<file path="src/rtl/core/ntga_pkg.sv">
// Shared types, constants and helper functions for the track association core.
package ntga_pkg;

  localparam int MAX_TRACKS = 64;
  localparam int IDX_W      = $clog2(MAX_TRACKS);
  localparam int CNT_W      = $clog2(MAX_TRACKS + 1);
  localparam int COORD_W    = 20;
  localparam int MAG_W      = COORD_W;
  localparam int SQ_W       = 2 * MAG_W;
  localparam int D2_W       = SQ_W + 2;
  localparam int GATE_W     = 19;
  localparam int GATE2_W    = 2 * GATE_W;
  localparam int LEN_W      = 16;
  localparam int ID_W       = 6;

  localparam logic [GATE_W-1:0] GATE_RESET = GATE_W'(1024);
  localparam logic [LEN_W-1:0]  COUNT_MAX  = {LEN_W{1'b1}};

  typedef logic signed [COORD_W-1:0] coord_t;
  typedef logic [MAG_W-1:0]          mag_t;
  typedef logic [D2_W-1:0]           dist_t;
  typedef logic [IDX_W-1:0]          idx_t;
  typedef logic [LEN_W-1:0]          len_t;

  typedef struct packed {
    coord_t x;
    coord_t y;
    coord_t z;
    len_t   count;
  } track_t;

  typedef struct packed {
    logic valid;
    idx_t id;
    len_t count;
  } dist_tag_t;

  function automatic mag_t abs_diff(coord_t a, coord_t b);
    logic signed [COORD_W:0] d;
    logic signed [COORD_W:0] m;
    d = {a[COORD_W-1], a} - {b[COORD_W-1], b};
    m = d[COORD_W] ? -d : d;
    return m[MAG_W-1:0];
  endfunction

  function automatic logic [ID_W-1:0] to_track_id(idx_t idx);
    logic [IDX_W+ID_W-1:0] wide;
    wide = {{ID_W{1'b0}}, idx};
    return wide[ID_W-1:0];
  endfunction

endpackage

</file>
<file path="src/rtl/core/ntga_dist_unit.sv">
// Pipelined squared distance unit shared by all stored tracks.
module ntga_dist_unit
  import ntga_pkg::*;
(
  input  logic      clk,
  input  logic      rst,
  input  dist_tag_t in_tag,
  input  coord_t    px,
  input  coord_t    py,
  input  coord_t    pz,
  input  coord_t    tx,
  input  coord_t    ty,
  input  coord_t    tz,
  output dist_tag_t out_tag,
  output dist_t     d2,
  output logic      busy
);

  dist_tag_t tag1;
  dist_tag_t tag2;
  mag_t mx;
  mag_t my;
  mag_t mz;
  logic [SQ_W-1:0] sx;
  logic [SQ_W-1:0] sy;
  logic [SQ_W-1:0] sz;

  assign busy = tag1.valid | tag2.valid | out_tag.valid;

  always_ff @(posedge clk) begin
    if (rst) begin
      tag1.valid    <= 1'b0;
      tag2.valid    <= 1'b0;
      out_tag.valid <= 1'b0;
    end else begin
      tag1.valid    <= in_tag.valid;
      tag2.valid    <= tag1.valid;
      out_tag.valid <= tag2.valid;
    end
    tag1.id       <= in_tag.id;
    tag1.count    <= in_tag.count;
    tag2.id       <= tag1.id;
    tag2.count    <= tag1.count;
    out_tag.id    <= tag2.id;
    out_tag.count <= tag2.count;
    mx <= abs_diff(px, tx);
    my <= abs_diff(py, ty);
    mz <= abs_diff(pz, tz);
    sx <= SQ_W'(mx) * SQ_W'(mx);
    sy <= SQ_W'(my) * SQ_W'(my);
    sz <= SQ_W'(mz) * SQ_W'(mz);
    d2 <= D2_W'(sx) + D2_W'(sy) + D2_W'(sz);
  end

endmodule

</file>
<file path="config.mk">
export PLATFORM = sky130hd
export DESIGN_NAME = ntga_dist_unit
export DESIGN_NICKNAME = d
export VERILOG_FILES = /design/src/rtl/core/ntga_pkg.sv /design/src/rtl/core/ntga_dist_unit.sv
export SDC_FILE = /design/constraint.sdc
export NUM_CORES = 2
export LEC_CHECK = 0
export BUFFER_PORTS_ARGS = -buffer_cell sky130_fd_sc_hd__buf_4
export CORE_UTILIZATION = 45
export CTS_BUF_LIST = sky130_fd_sc_hd__clkbuf_8
export DETAILED_ROUTE_END_ITERATION = 10
export GPL_ROUTABILITY_DRIVEN = 0
export PLACE_DENSITY = 0.64
export SETUP_SLACK_MARGIN = 0.1
export SYNTH_ARGS = -nofsm -noshare
export SYNTH_HDL_FRONTEND = slang
export SYNTH_SLANG_ARGS = --single-unit
</file>
<file path="constraint.sdc">
create_clock -name clk -period 7.9 [get_ports clk]
set_clock_uncertainty 0.15 [all_clocks]
set_input_delay 1.185 -clock clk [delete_from_list [all_inputs] [get_ports clk]]
set_output_delay 1.185 -clock clk [all_outputs]
set_load 0.01 [all_outputs]
</file>
==> results.md <==
- The run finished with clean final reports.
- The cell chosen for the clock root is sky130_fd_sc_hd__clkbuf_8.
- The post-route cell area is 52,000 sq um.
- The number of buffers added for setup after CTS is 0.
- Along the worst path, the maximum fanout reaches 9.
- In the post-synthesis netlist, the cell with the most instances is sky130_fd_sc_hd__inv_1.
- The CTS tree is yes.
- Setup violations remaining at the end of the flow were counted as 0.
- The count of port buffers added during placement is 210.
- The arrival time of data at the critical path endpoint is 7.87 ns.
- The tightest min-delay check is of the reg2reg type.
- The cell total after placement is 6,635.
- The initial cell density of the core is 45.6%.
- The HPWL after detailed placement is 92.4 mm.
- The final standard cell count with taps included and fillers excluded is 6,734.
- By area the synthesized netlist is led by sky130_fd_sc_hd__fa_1, sky130_fd_sc_hd__ha_1, sky130_fd_sc_hd__dfxtp_1, sky130_fd_sc_hd__inv_1, sky130_fd_sc_hd__nand2_1.
- The number of top-level pins is 211.
- For this design, the CTS-stage hold fixing added 0 buffers.
- The number of slew-limit violations in the final report was 0.
- The reg-to-reg setup timing slack is 0.47 ns.
- The number of distinct library cells after synthesis is 76.
- After floorplanning, the core was divided into 118 placement rows.
- The largest total area in the synthesized netlist belongs to sky130_fd_sc_hd__fa_1.
- CTS saw 288 sinks.
- The post-synthesis to final-layout area growth is 9.65%.
- The first global-routing pass estimated 182 mm of wire.
- The total length of routed wires is 108 mm.
- Entering global routing, the biggest net connects 21 pins.
- The launch point of the worst reg-to-reg path is mx[8].
- Counting the buffers created by CTS gives 52.
- STA puts the critical path data required time at 8.34 ns.
- The critical path is of the reg2reg type.
- The setup TNS after final layout is 0 ns.
- In this run, synthesis produced a sequential element count of 288.
- Setup repair after global routing could not meet its margin everywhere.
- The shortest clock period the worst path allows after layout is 7.43 ns.
- The share of flip-flops with an asynchronous set or reset is 0%.
- The worst setup path startpoint is mx[8].
- In the finished design, the share of the clock period the worst path needs comes to 94.1%.
- The mapped netlist covers 47,400 sq um.
- The routed wirelength normalized by instance count is 16.0 microns.
- The chip width is 327 microns.
- Before CTS, the worst setup slack after placement is 0.302 ns.
- The overall via count from detail_route is 34,000.
- The maximum clock insertion buffer count is 3.
- The overall routing resource usage is 21.1%.
- The vias per cell is 5.04.
- The actual slew at the worst max-slew pin is 1.07 ns.
- The die boundary height is 327 microns.
- The worst setup path is launched from a register.
- The endpoint kind of the worst setup timing path is a register.
- The part of the Yosys area used for sequential elements is 12.2%.
- Setup slack on the critical path of the routed design comes to 0.470 ns.
- In the synthesized netlist the dominant register cell turns out to be sky130_fd_sc_hd__dfxtp_1.
- The number of antenna violations at the first check in global routing is 3.
- The total of cells resized after clock tree synthesis is 0.
- The placed instances occupy a cell area of 50,800 sq um.
- The normalized max-slew margin is 27.8%.
- The clock-pin slew on the worst setup and hold paths is 0.07 ns.
- The synthesized area per cell is 9.29 sq um.
- The H-tree generated during clock tree synthesis spans 2 levels.
- The final number of hold-violating endpoints is 0.
- Max-cap violations in this run came to 0.
- Once detail routing completed, the nets flagged for antenna violations numbered 0.
- The number of global-route vias before repair is 36,100.
- The hold path startpoint is tag2[20].
- The first-pass detailed-route iteration total is 5.
- The area fraction of the dominant cell type after synthesis is 37.0%.
- The layout net count is 6,889.
- The die covers 107,000 sq um.
- Counting flops with a built-in enable in the synthesized netlist gives 0.
- The number of warnings issued by yosys is 0.
- Counting instances in the post-synthesis netlist gives the leading cell types as sky130_fd_sc_hd__inv_1, sky130_fd_sc_hd__fa_1, sky130_fd_sc_hd__ha_1, sky130_fd_sc_hd__nand2_1, sky130_fd_sc_hd__dfxtp_1.
- Cells with a size suffix above 1 make up 7.91% of the layout.
- The timing-limited maximum frequency is 135 MHz.
- In the routed design, unresolved DRC markers number 0.
- The clock insertion delay at the later pin of the skew report is 0.71 ns.
- The number of design-rule violations left by the first detailed-router iteration is 1,519.
- The core region is 104,000 sq um.
- The instance count of the mapped netlist is 5,107.
- The final global-route overflow total is 0.
final cells by class:
cell class / instances / area (sq um)
Timing Repair Buffer: 289 / 2170
Clock buffer: 61 / 840
Antenna cell: 4 / 10.0
Multi-Input combinational cell: 3527 / 36800
Inverter: 1151 / 4320
Tap cell: 1380 / 1730
Clock inverter: 34 / 350
Sequential cell: 288 / 5770
Fill cell: 9776 / 52100
sequential cells by signal, indices dropped and copies added, names as in the netlist:
signal	cells
d2	42
mx	20
my	20
mz	20
out_tag	23
sx	39
sy	39
sz	39
tag1	23
tag2	23
final timing paths:
check                                   end  depth (start not counted)
worst max-delay path                 sx[36]                         23
worst min-delay path            out_tag[20]                          0
worst max register to register       sx[36]                         23
worst min register to register  out_tag[20]                          0
per-stage QoR:
stage / util [%] / hold WS [ns]
floorplan: - / 0.160
global placement: 48.8 / 0.160
detailed placement: 48.8 / 0.162
CTS: 50.0 / 0.174
global route: 50.0 / 0.178
finish: 50.0 / 0.175
per-layer routing:
metal  part of all wire (%)  vias up  wire length (microns)  track usage (%)
met5                      0        -                      0                0
li1                       -    16300                      -                -
met2                     48      721                  52200             35.9
met4                    2.4        0                   2630             5.48
met1                     44    16800                  48000             28.5
met3                    4.6      151                   4980             2.30
logic make-up (layout without fill, tap and decap cells):
group           count (synthesis)  after routing  share of synthesized area, %
compound gates                652            652                          8.81
xor+xnor                      288            288                          5.32
fa+ha+maj                    1437           1437                          51.8
buf+inv                      1294           1535                          10.2
flops                         288            288                          12.2
mux                            11             11                         0.245
other cells                     1              7                       0.00790
simple gates                 1136           1136                          11.5
critical path: stages, from the launching register on:
cell and delay (ns):
sky130_fd_sc_hd__dfxtp_1 0.59, sky130_fd_sc_hd__nand2_1 0.14, sky130_fd_sc_hd__fa_1 0.60, sky130_fd_sc_hd__inv_1 0.07, sky130_fd_sc_hd__fa_1 0.55, sky130_fd_sc_hd__fa_1 0.45
sky130_fd_sc_hd__fa_1 0.53, sky130_fd_sc_hd__inv_1 0.06, sky130_fd_sc_hd__fa_1 0.53, sky130_fd_sc_hd__inv_1 0.05, sky130_fd_sc_hd__fa_1 0.45, sky130_fd_sc_hd__fa_1 0.51
sky130_fd_sc_hd__ha_1 0.37, sky130_fd_sc_hd__nand2_1 0.19, sky130_fd_sc_hd__nor2_1 0.06, sky130_fd_sc_hd__a22oi_1 0.32, sky130_fd_sc_hd__o221ai_1 0.23, sky130_fd_sc_hd__nor2b_1 0.21
sky130_fd_sc_hd__o41ai_1 0.34, sky130_fd_sc_hd__buf_4 0.20, sky130_fd_sc_hd__o21ai_0 0.09, sky130_fd_sc_hd__buf_4 0.15, sky130_fd_sc_hd__a311oi_1 0.30, sky130_fd_sc_hd__xnor2_1 0.15
layout by cell type (no fill, tap or decap), types with 54 or more instances in the layout:
cell                       Yosys  final
sky130_fd_sc_hd__and2_1      212    212
sky130_fd_sc_hd__xor2_1       91     91
sky130_fd_sc_hd__a21o_1       92     92
sky130_fd_sc_hd__o21ai_0     125    125
sky130_fd_sc_hd__nand2_1     472    472
sky130_fd_sc_hd__inv_1      1151   1163
sky130_fd_sc_hd__buf_4         0    289
sky130_fd_sc_hd__nand3_1      54     54
sky130_fd_sc_hd__a21oi_1     199    198
sky130_fd_sc_hd__dfxtp_1     288    281
sky130_fd_sc_hd__nor2_1      184    184
sky130_fd_sc_hd__clkbuf_8      0     61
sky130_fd_sc_hd__xnor2_1     197    197
sky130_fd_sc_hd__fa_1        876    876
sky130_fd_sc_hd__ha_1        559    559
Power is left out: the tool's default activity adds up to more than one toggle a clock period on the data nets, which glitch-free logic cannot reach.
